<file path="src/rtl/core/lpfe_pkg.sv">
// ============================================================================
// lpfe_pkg
// Shared types and constants for the LCD page frame buffer engine.
// ============================================================================
`default_nettype none

package lpfe_pkg;

    localparam int COLUMNS_DEF = 128;
    localparam int PAGES_DEF   = 4;

    // Operation codes carried on the slave tuser field
    localparam logic [1:0] FUNC_CLEAR = 2'd0;
    localparam logic [1:0] FUNC_FILL  = 2'd1;
    localparam logic [1:0] FUNC_BAR   = 2'd2;
    localparam logic [1:0] FUNC_SCAN  = 2'd3;

    // Refresh stream command bytes
    localparam logic [7:0] CMD_COL_LO   = 8'h00;
    localparam logic [7:0] CMD_COL_HI   = 8'h10;
    localparam logic [7:0] CMD_PAGE_SET = 8'hB0;

    localparam logic [7:0] BYTE_CLEAR = 8'h00;
    localparam logic [7:0] BYTE_FILL  = 8'hFF;

    localparam int BAR_WIDTH = 4;

    typedef enum logic [1:0] {
        ST_SWEEP,
        ST_IDLE,
        ST_BAR,
        ST_SCAN
    } lpfe_state_t;

    // Frame store port controls
    typedef struct packed {
        logic wr_en;
        logic rd_en;
    } lpfe_store_ctl_t;

    // One scan result handed to the output register
    typedef struct packed {
        logic       load;
        logic [7:0] out_byte;
        logic       is_data;
        logic       frame_end;
    } lpfe_result_t;

endpackage

`default_nettype wire

</file>
<file path="src/rtl/core/lpfe_store.sv">
// ============================================================================
// lpfe_store
// Frame store memory: a write and a registered read that share one address.
// ============================================================================
`default_nettype none

module lpfe_store #(
    parameter int DEPTH = lpfe_pkg::PAGES_DEF * lpfe_pkg::COLUMNS_DEF,
    parameter int AW    = $clog2(DEPTH)
) (
    input  wire                     clk,
    input  wire lpfe_pkg::lpfe_store_ctl_t ctl,
    input  wire  [AW-1:0]           addr,
    input  wire  [7:0]              wdata,
    output logic [7:0]              rdata
);

    logic [7:0] mem [DEPTH];

    always_ff @(posedge clk)
    begin
        if (ctl.wr_en)
        begin
            mem[addr] <= wdata;
        end
    end

    always_ff @(posedge clk)
    begin
        if (ctl.rd_en)
        begin
            rdata <= mem[addr];
        end
    end

endmodule

`default_nettype wire

</file>
<file path="src/rtl/core/lpfe_ctrl.sv">
// ============================================================================
// lpfe_ctrl
// Sequencer: sweeps the store for clear/fill/reset, writes bar columns one
// byte a cycle and walks the refresh stream position, all through one
// shared page/column address unit.
// ============================================================================
`default_nettype none

module lpfe_ctrl #(
    parameter int COLUMNS = lpfe_pkg::COLUMNS_DEF,
    parameter int PAGES   = lpfe_pkg::PAGES_DEF,
    parameter int AW      = $clog2(PAGES * COLUMNS)
) (
    input  wire                         clk,
    input  wire                         rst_n,
    input  wire                         s_valid,
    output logic                        s_ready,
    input  wire  [1:0]                  func,
    input  wire  [7:0]                  bar_column,
    input  wire  [7:0]                  bar_height,
    input  wire                         out_free,
    output lpfe_pkg::lpfe_result_t      result,
    output lpfe_pkg::lpfe_store_ctl_t   store_ctl,
    output logic [AW-1:0]               store_addr,
    output logic [7:0]                  store_wdata,
    input  wire  [7:0]                  store_rdata
);

    localparam int PW          = (PAGES > 1) ? $clog2(PAGES) : 1;
    localparam int CW          = $clog2(COLUMNS);
    localparam int OW          = $clog2(COLUMNS + 3);
    localparam int HTW         = $clog2(PAGES * 8 + 1);
    localparam int BAR_COL_MAX = COLUMNS - lpfe_pkg::BAR_WIDTH;
    localparam int BAR_H_MAX   = PAGES * 8;

    lpfe_pkg::lpfe_state_t state_reg, state_next;
    logic [PW-1:0]  pg_reg, pg_next;
    logic [CW-1:0]  col_reg, col_next;
    logic [7:0]     fill_reg, fill_next;
    logic [CW-1:0]  bar_col_reg, bar_col_next;
    logic [HTW-1:0] bar_hgt_reg, bar_hgt_next;
    logic [PW-1:0]  scan_pg_reg, scan_pg_next;
    logic [OW-1:0]  scan_off_reg, scan_off_next;
    logic           sdata_reg, sdata_next;
    logic           slast_reg, slast_next;
    logic [7:0]     scmd_reg, scmd_next;

    logic           accept;
    logic [CW-1:0]  col_clamp;
    logic [HTW-1:0] hgt_clamp;
    logic [7:0]     bar_bits;
    logic [7:0]     base8;
    logic [7:0]     hgt8;
    logic [2:0]     lit_rows;
    logic [PW-1:0]  addr_pg;
    logic [CW-1:0]  addr_col;
    logic [AW:0]    addr_full;
    logic           page_done;
    logic           col_done;
    logic           scan_off_last;

    assign accept = s_valid && s_ready;

    assign col_clamp = ({1'b0, bar_column} > 9'(BAR_COL_MAX)) ? CW'(BAR_COL_MAX)
                                                              : CW'(bar_column);
    assign hgt_clamp = (bar_height > 8'(BAR_H_MAX)) ? HTW'(BAR_H_MAX) : HTW'(bar_height);

    // Pixel bits of one page of a bar column; bit 7 is the lowest row
    always_comb
    begin
        base8    = (8'(PAGES - 1) - 8'(pg_reg)) << 3;
        hgt8     = 8'(bar_hgt_reg);
        lit_rows = 3'(hgt8 - base8);
        if (hgt8 >= base8 + 8'd8)
        begin
            bar_bits = 8'hFF;
        end
        else if (hgt8 <= base8)
        begin
            bar_bits = 8'h00;
        end
        else
        begin
            bar_bits = ~(8'hFF >> lit_rows);
        end
    end

    // Shared address unit: page * COLUMNS + column
    always_comb
    begin
        if (state_reg == lpfe_pkg::ST_IDLE)
        begin
            addr_pg  = scan_pg_reg;
            addr_col = CW'(scan_off_reg - OW'(3));
        end
        else
        begin
            addr_pg  = pg_reg;
            addr_col = col_reg;
        end
        addr_full  = (AW + 1)'(addr_pg) * (AW + 1)'(COLUMNS) + (AW + 1)'(addr_col);
        store_addr = addr_full[AW-1:0];
    end

    assign page_done     = (pg_reg == PW'(PAGES - 1));
    assign col_done      = (col_reg == CW'(COLUMNS - 1));
    assign scan_off_last = (scan_off_reg == OW'(COLUMNS + 2));

    always_ff @(posedge clk or negedge rst_n)
    begin
        if (!rst_n)
        begin
            state_reg    <= lpfe_pkg::ST_SWEEP;
            pg_reg       <= '0;
            col_reg      <= '0;
            fill_reg     <= lpfe_pkg::BYTE_CLEAR;
            scan_pg_reg  <= '0;
            scan_off_reg <= '0;
        end
        else
        begin
            state_reg    <= state_next;
            pg_reg       <= pg_next;
            col_reg      <= col_next;
            fill_reg     <= fill_next;
            scan_pg_reg  <= scan_pg_next;
            scan_off_reg <= scan_off_next;
        end
    end

    always_ff @(posedge clk)
    begin
        bar_col_reg <= bar_col_next;
        bar_hgt_reg <= bar_hgt_next;
        sdata_reg   <= sdata_next;
        slast_reg   <= slast_next;
        scmd_reg    <= scmd_next;
    end

    always_comb
    begin
        state_next    = state_reg;
        pg_next       = pg_reg;
        col_next      = col_reg;
        fill_next     = fill_reg;
        bar_col_next  = bar_col_reg;
        bar_hgt_next  = bar_hgt_reg;
        scan_pg_next  = scan_pg_reg;
        scan_off_next = scan_off_reg;
        sdata_next    = sdata_reg;
        slast_next    = slast_reg;
        scmd_next     = scmd_reg;
        s_ready       = 1'b0;
        store_ctl     = '0;
        store_wdata   = fill_reg;
        result.load      = 1'b0;
        result.out_byte  = sdata_reg ? store_rdata : scmd_reg;
        result.is_data   = sdata_reg;
        result.frame_end = slast_reg;

        case (state_reg)
            lpfe_pkg::ST_SWEEP:
            begin
                store_ctl.wr_en = 1'b1;
                if (col_done)
                begin
                    col_next = '0;
                    pg_next  = page_done ? '0 : pg_reg + PW'(1);
                    if (page_done)
                    begin
                        state_next = lpfe_pkg::ST_IDLE;
                    end
                end
                else
                begin
                    col_next = col_reg + CW'(1);
                end
            end

            lpfe_pkg::ST_IDLE:
            begin
                s_ready = 1'b1;
                if (accept)
                begin
                    case (func)
                        lpfe_pkg::FUNC_CLEAR,
                        lpfe_pkg::FUNC_FILL:
                        begin
                            fill_next  = (func == lpfe_pkg::FUNC_FILL) ? lpfe_pkg::BYTE_FILL
                                                                       : lpfe_pkg::BYTE_CLEAR;
                            pg_next    = '0;
                            col_next   = '0;
                            state_next = lpfe_pkg::ST_SWEEP;
                        end
                        lpfe_pkg::FUNC_BAR:
                        begin
                            bar_col_next = col_clamp;
                            bar_hgt_next = hgt_clamp;
                            pg_next      = '0;
                            col_next     = col_clamp;
                            state_next   = lpfe_pkg::ST_BAR;
                        end
                        default:
                        begin
                            // Scan: issue the store read for a data byte and advance the stream
                            sdata_next = 1'b0;
                            slast_next = (scan_pg_reg == PW'(PAGES - 1)) && scan_off_last;
                            case (scan_off_reg)
                                OW'(0):  scmd_next = lpfe_pkg::CMD_COL_LO;
                                OW'(1):  scmd_next = lpfe_pkg::CMD_COL_HI;
                                OW'(2):  scmd_next = lpfe_pkg::CMD_PAGE_SET
                                                     | 8'(scan_pg_reg);
                                default:
                                begin
                                    scmd_next       = lpfe_pkg::CMD_COL_LO;
                                    sdata_next      = 1'b1;
                                    store_ctl.rd_en = 1'b1;
                                end
                            endcase
                            if (scan_off_last)
                            begin
                                scan_off_next = '0;
                                scan_pg_next  = (scan_pg_reg == PW'(PAGES - 1))
                                                ? '0 : scan_pg_reg + PW'(1);
                            end
                            else
                            begin
                                scan_off_next = scan_off_reg + OW'(1);
                            end
                            state_next = lpfe_pkg::ST_SCAN;
                        end
                    endcase
                end
            end

            lpfe_pkg::ST_BAR:
            begin
                store_ctl.wr_en = 1'b1;
                store_wdata     = bar_bits;
                if (page_done)
                begin
                    pg_next = '0;
                    if (col_reg == bar_col_reg + CW'(lpfe_pkg::BAR_WIDTH - 1))
                    begin
                        state_next = lpfe_pkg::ST_IDLE;
                    end
                    else
                    begin
                        col_next = col_reg + CW'(1);
                    end
                end
                else
                begin
                    pg_next = pg_reg + PW'(1);
                end
            end

            lpfe_pkg::ST_SCAN:
            begin
                // Hold until the output slot can take the byte
                if (out_free)
                begin
                    result.load = 1'b1;
                    state_next  = lpfe_pkg::ST_IDLE;
                end
            end

            default:
            begin
                state_next = lpfe_pkg::ST_IDLE;
            end
        endcase
    end

    a_no_rw_clash: assert property (@(posedge clk) disable iff (!rst_n)
        !(store_ctl.wr_en && store_ctl.rd_en))
        else $error("store write and read issued together");

    a_load_free: assert property (@(posedge clk) disable iff (!rst_n)
        result.load |-> out_free)
        else $error("result loaded into a full output slot");

    a_scan_next: assert property (@(posedge clk) disable iff (!rst_n)
        (accept && func == lpfe_pkg::FUNC_SCAN) |=> state_reg == lpfe_pkg::ST_SCAN)
        else $error("scan transaction did not enter output state");

    a_last_data: assert property (@(posedge clk) disable iff (!rst_n)
        (result.load && result.frame_end) |-> result.is_data)
        else $error("frame end marked on a command byte");

    a_no_accept_busy: assert property (@(posedge clk) disable iff (!rst_n)
        (state_reg == lpfe_pkg::ST_SWEEP || state_reg == lpfe_pkg::ST_BAR) |-> !accept)
        else $error("transaction accepted while store busy");

endmodule

`default_nettype wire

</file>
<file path="src/rtl/core/lcd_page_framebuffer_engine_top.sv">
// ============================================================================
// lcd_page_framebuffer_engine_top
// Monochrome page frame store with clear, fill, bar drawing and a refresh
// byte stream, with a registered master-side output slot.
// ============================================================================
// Scan: the store read is registered; the byte is loaded into the output slot
//   once the slot is free, and no new request is taken until then.
// Clear/fill: sweeps the whole store, one store byte a cycle.
// Draw bar: every page of each bar column, one page byte of a column a cycle.
// Reset: clears control state, then sweeps zeros through the whole store
//   with s_tready low.
`default_nettype none

module lcd_page_framebuffer_engine_top #(
    parameter int COLUMNS = lpfe_pkg::COLUMNS_DEF,
    parameter int PAGES   = lpfe_pkg::PAGES_DEF
) (
    input  wire         clk,
    input  wire         rst_n,
    input  wire         s_tvalid,
    output logic        s_tready,
    input  wire  [15:0] s_tdata,    // [7:0] bar_column, [15:8] bar_height
    input  wire  [1:0]  s_tuser,    // [1:0] func
    output logic        m_tvalid,
    input  wire         m_tready,
    output logic [7:0]  m_tdata,    // [7:0] out_byte
    output logic        m_tuser,    // [0] is_data
    output logic        m_tlast
);

    localparam int DEPTH = PAGES * COLUMNS;
    localparam int AW    = $clog2(DEPTH);

    lpfe_pkg::lpfe_result_t    result;
    lpfe_pkg::lpfe_store_ctl_t store_ctl;
    logic [AW-1:0] store_addr;
    logic [7:0]    store_wdata;
    logic [7:0]    store_rdata;
    logic          out_free;

    logic       m_valid_reg, m_valid_next;
    logic [7:0] m_byte_reg;
    logic       m_data_reg;
    logic       m_last_reg;

    lpfe_ctrl #(
        .COLUMNS (COLUMNS),
        .PAGES   (PAGES),
        .AW      (AW)
    ) u_ctrl (
        .clk         (clk),
        .rst_n       (rst_n),
        .s_valid     (s_tvalid),
        .s_ready     (s_tready),
        .func        (s_tuser),
        .bar_column  (s_tdata[7:0]),
        .bar_height  (s_tdata[15:8]),
        .out_free    (out_free),
        .result      (result),
        .store_ctl   (store_ctl),
        .store_addr  (store_addr),
        .store_wdata (store_wdata),
        .store_rdata (store_rdata)
    );

    lpfe_store #(
        .DEPTH (DEPTH),
        .AW    (AW)
    ) u_store (
        .clk   (clk),
        .ctl   (store_ctl),
        .addr  (store_addr),
        .wdata (store_wdata),
        .rdata (store_rdata)
    );

    assign out_free = !m_valid_reg || m_tready;

    always_comb
    begin
        m_valid_next = m_valid_reg;
        if (result.load)
        begin
            m_valid_next = 1'b1;
        end
        else if (m_tready)
        begin
            m_valid_next = 1'b0;
        end
    end

    always_ff @(posedge clk or negedge rst_n)
    begin
        if (!rst_n)
        begin
            m_valid_reg <= 1'b0;
        end
        else
        begin
            m_valid_reg <= m_valid_next;
        end
    end

    always_ff @(posedge clk)
    begin
        if (result.load)
        begin
            m_byte_reg <= result.out_byte;
            m_data_reg <= result.is_data;
            m_last_reg <= result.frame_end;
        end
    end

    assign m_tvalid = m_valid_reg;
    assign m_tdata  = m_byte_reg;
    assign m_tuser  = m_data_reg;
    assign m_tlast  = m_last_reg;

endmodule

`default_nettype wire

</file>
<file path="config.mk">
export PLATFORM = sky130hd
export DESIGN_NAME = lcd_page_framebuffer_engine_top
export DESIGN_NICKNAME = d
export VERILOG_FILES = /design/src/rtl/core/lpfe_pkg.sv /design/src/rtl/core/lpfe_store.sv /design/src/rtl/core/lpfe_ctrl.sv /design/src/rtl/core/lcd_page_framebuffer_engine_top.sv
export SDC_FILE = /design/constraint.sdc
export NUM_CORES = 2
export LEC_CHECK = 0
export ABC_CLOCK_PERIOD_IN_PS = 87000
export BUFFER_PORTS_ARGS = -buffer_cell sky130_fd_sc_hd__buf_2
export CORE_MARGIN = 5
export CORE_UTILIZATION = 40
export CTS_CLUSTER_SIZE = 20
export DETAILED_ROUTE_END_ITERATION = 6
export GPL_TIMING_DRIVEN = 1
export MAX_ROUTING_LAYER = met4
export PLACE_DENSITY = 0.53
export SLEW_MARGIN = 20
export SYNTH_ARGS = -nofsm -noshare
export SYNTH_HDL_FRONTEND = slang
export SYNTH_SLANG_ARGS = --single-unit
</file>
<file path="constraint.sdc">
create_clock -name clk -period 87 [get_ports clk]
set_clock_uncertainty 0.2 [all_clocks]
set_input_delay 4.35 -clock clk [delete_from_list [all_inputs] [get_ports clk]]
set_output_delay 4.35 -clock clk [all_outputs]
set_load 0.02 [all_outputs]
</file>
==> metrics.cfg <==
[setup_path]
endpoint_kind=flip-flop
worstPathRequired_ps=87650
critPathKind=reg -> reg
reg2reg_slack_ps=79210
critPathBufInv=6
cp_cell_sequence=inv_1 > ha_1 > mux2_8 > buf_12 > buf_12 > buf_4 > buf_4 > buf_4 > nand2_1 > nand3_1 > nand4_1 > o22ai_1 > nor3_1 > nor3_2 > or4_1 > or4_1
slowest_delay_ps=760
critPathMaxFanout=141
cpMostUsedCell=buf_4
r2r-end=u_store.rdata[0]
crit_family=buffers and inverters
cp_slowest_cell=buf_4
worstReg2RegStart=u_ctrl.scan_off_reg[0]
critPathArrivalTime_ps=8430
r2r_cells=16
cp-start-kind=flip-flop

[detailed_routing]
vias=105100
drtIter0Drc=14810
drc_errors=1
postRouteAntennaNets=0
first_pass_iters=7
wirelength_um=543200
wl_per_cell_um=30.59
via_per_inst=5.920

[logic_synthesis]
yosysSeqAreaShare_pct=75.81
async_reset_ff_share_pct=0.5534
ys_ff_latch=4156
ys_warn_count=0
avgSynthCellArea_um2=13.69
synthFlopType=edfxtp_1
syn_area_um2=164500
ys_types=86
synth-edff-count=4133
synthCells=12020
syn_nets=12060

[clock_tree]
cts_buffers=437
holdBufCountCts=0
ctsRootBufferMaster=clkbuf_16
tritoncts=built
cts_max_level=5
insertion_delay_ps=980
clock_tree.buffer_depth=4
post_cts_buffers=0
cts.clk_slew.worst_paths_ps=60
cts_resized=0
clock-sinks=4156

[run]
drv_cap=0

[die]
dieWidth_um=651.2
io_pins=34
rows=235
core-area_um2=409600
die_height_um=651.2
start_util_pct=40.15
dieArea_um2=424100

[sta]
maxSlewHeadroom_pct=13.33
drv_slew=0
max_slew.worst_pin.slew_ps=1290
tns_ps=0
fin_crit_ps=7787
fmax_mhz=128.4
rsz0062_at_grt=no
period_share_pct=8.950
timing.final.hold_violations=0
setup_viol_count_final=0

[outcome]
status=finished with violations
violations=design-rule violations

[layout]
fin_cells=17760
mostFrequentLayoutCell=edfxtp_1
largest_register_ffs=4096
finish.utilization_pct=45.06
fillCellCount=36090
final_cell_mix=edfxtp_1, nand2_1, nand3_1, nor2_1, clkbuf_16
largest_register=u_store.mem
fin_nets=11950
drive_gt1_share_pct=8.216
syn_to_final_growth_pct=12.22

[placed_design]
place_congestion=0.8681
port_buffers=33
dpl.cell_count=16920
dp_hpwl_um=310500

[global_route]
grt_max_degree=208
grt_pass1_wl_um=762500
track_usage_pct=25.51
grt_pass1_vias=98830
grt-ovfl-total=0
antenna_found_initial=49

[worst_hold_path]
whs_endpoint=m_tlast
hold_class=reg -> reg
min_from=u_ctrl.slast_reg
hold_depth=0

how the worst max path moves through the flow:
stage | start | endpoint | slack (ps) | cells past startpoint
after floorplan | u_ctrl.pg_reg[0] | u_store.mem[0][3] | 58490 | 9
after global placement | u_ctrl.scan_off_reg[0] | u_store.rdata[0] | 79140 | 16
after detailed placement | u_ctrl.scan_off_reg[0] | u_store.rdata[0] | 78930 | 16
after CTS | u_ctrl.scan_off_reg[0] | u_store.rdata[0] | 78890 | 16
after global routing | u_ctrl.scan_off_reg[0] | u_store.rdata[0] | 78860 | 16
final | u_ctrl.scan_off_reg[0] | u_store.rdata[0] | 79210 | 16
per-stage QoR:
step / hold slack [ps] / worst slack (ps) / area [um^2]
after floorplan: 200.3 / 58490 / 164500
after global placement: 207.4 / 79140 / 170700
after detailed placement: 215.2 / 78930 / 170800
after CTS: 230.3 / 78890 / 184400
after global routing: 239.6 / 78860 / 184500
final: 228.5 / 79210 / 184600
cell usage after synthesis, types with 6 or more instances:
library cell,instances,area [um^2]
edfxtp_1,4133,124100
nand2_1,3239,12160
nand3_1,1209,6051
nor2_1,568,2132
mux2i_1,369,3694
clkbuf_1,357,1340
a32oi_1,323,2829
nand4_1,321,2008
buf_2,282,1411
buf_1,160,600.6
a31oi_1,124,775.7
and3_1,113,706.9
a311oi_1,96,840.8
o22ai_1,89,556.8
a211oi_1,71,533.0
nor3_1,69,345.3
a21oi_1,63,315.3
o21ai_0,45,225.2
buf_4,28,210.2
mux4_2,25,563.0
dfrtp_1,23,575.6
nor4_1,21,131.4
inv_1,20,75.07
and2_1,19,118.9
ha_1,18,225.2
o21ai_1,18,90.09
a32o_1,15,150.1
a311o_1,13,130.1
or4_1,11,82.58
a21o_1,10,75.07
a221oi_1,9,78.83
xor2_1,8,70.07
a22oi_1,7,52.55
mux2_2,7,78.83
or3_1,7,43.79
xnor2_1,7,61.31
a22o_1,6,52.55
nand2b_1,6,37.54
or2_2,6,37.54
cells by family (layout without fill, tap and decap cells):
group | after synthesis | count (layout) | synth area share, %
other cells | 0 | 36 | 0
flops | 4156 | 4156 | 75.81
compound gates | 957 | 957 | 4.458
simple gates | 5616 | 5616 | 14.63
xor+xnor | 17 | 17 | 0.09967
mux | 401 | 401 | 2.636
fa+ha+maj | 18 | 18 | 0.1369
buf+inv | 850 | 1103 | 2.228
final cells by class:
cell class	count	area [um^2]	area share (%)
Antenna cell	36	90.09	0.04881
Inverter	21	78.83	0.04271
Multi-Input combinational cell	7009	36840	19.96
Clock buffer	542	11460	6.208
Tap cell	5451	6820	3.695
Sequential cell	4156	124700	67.56
Timing Repair Buffer	285	2444	1.324
Clock inverter	255	2150	1.165
layer usage:
metal,up-vias,share of wire (%),global-route usage [%]
li1,44740,-,-
met1,53860,41,35.33
met2,5602,45,38.11
met3,910,9.7,4.720
met4,0,3.8,8.560
met5,-,0,-
Power is not shown: default switching activity piles up to over one toggle a cycle in this logic, so the estimate is an artifact.
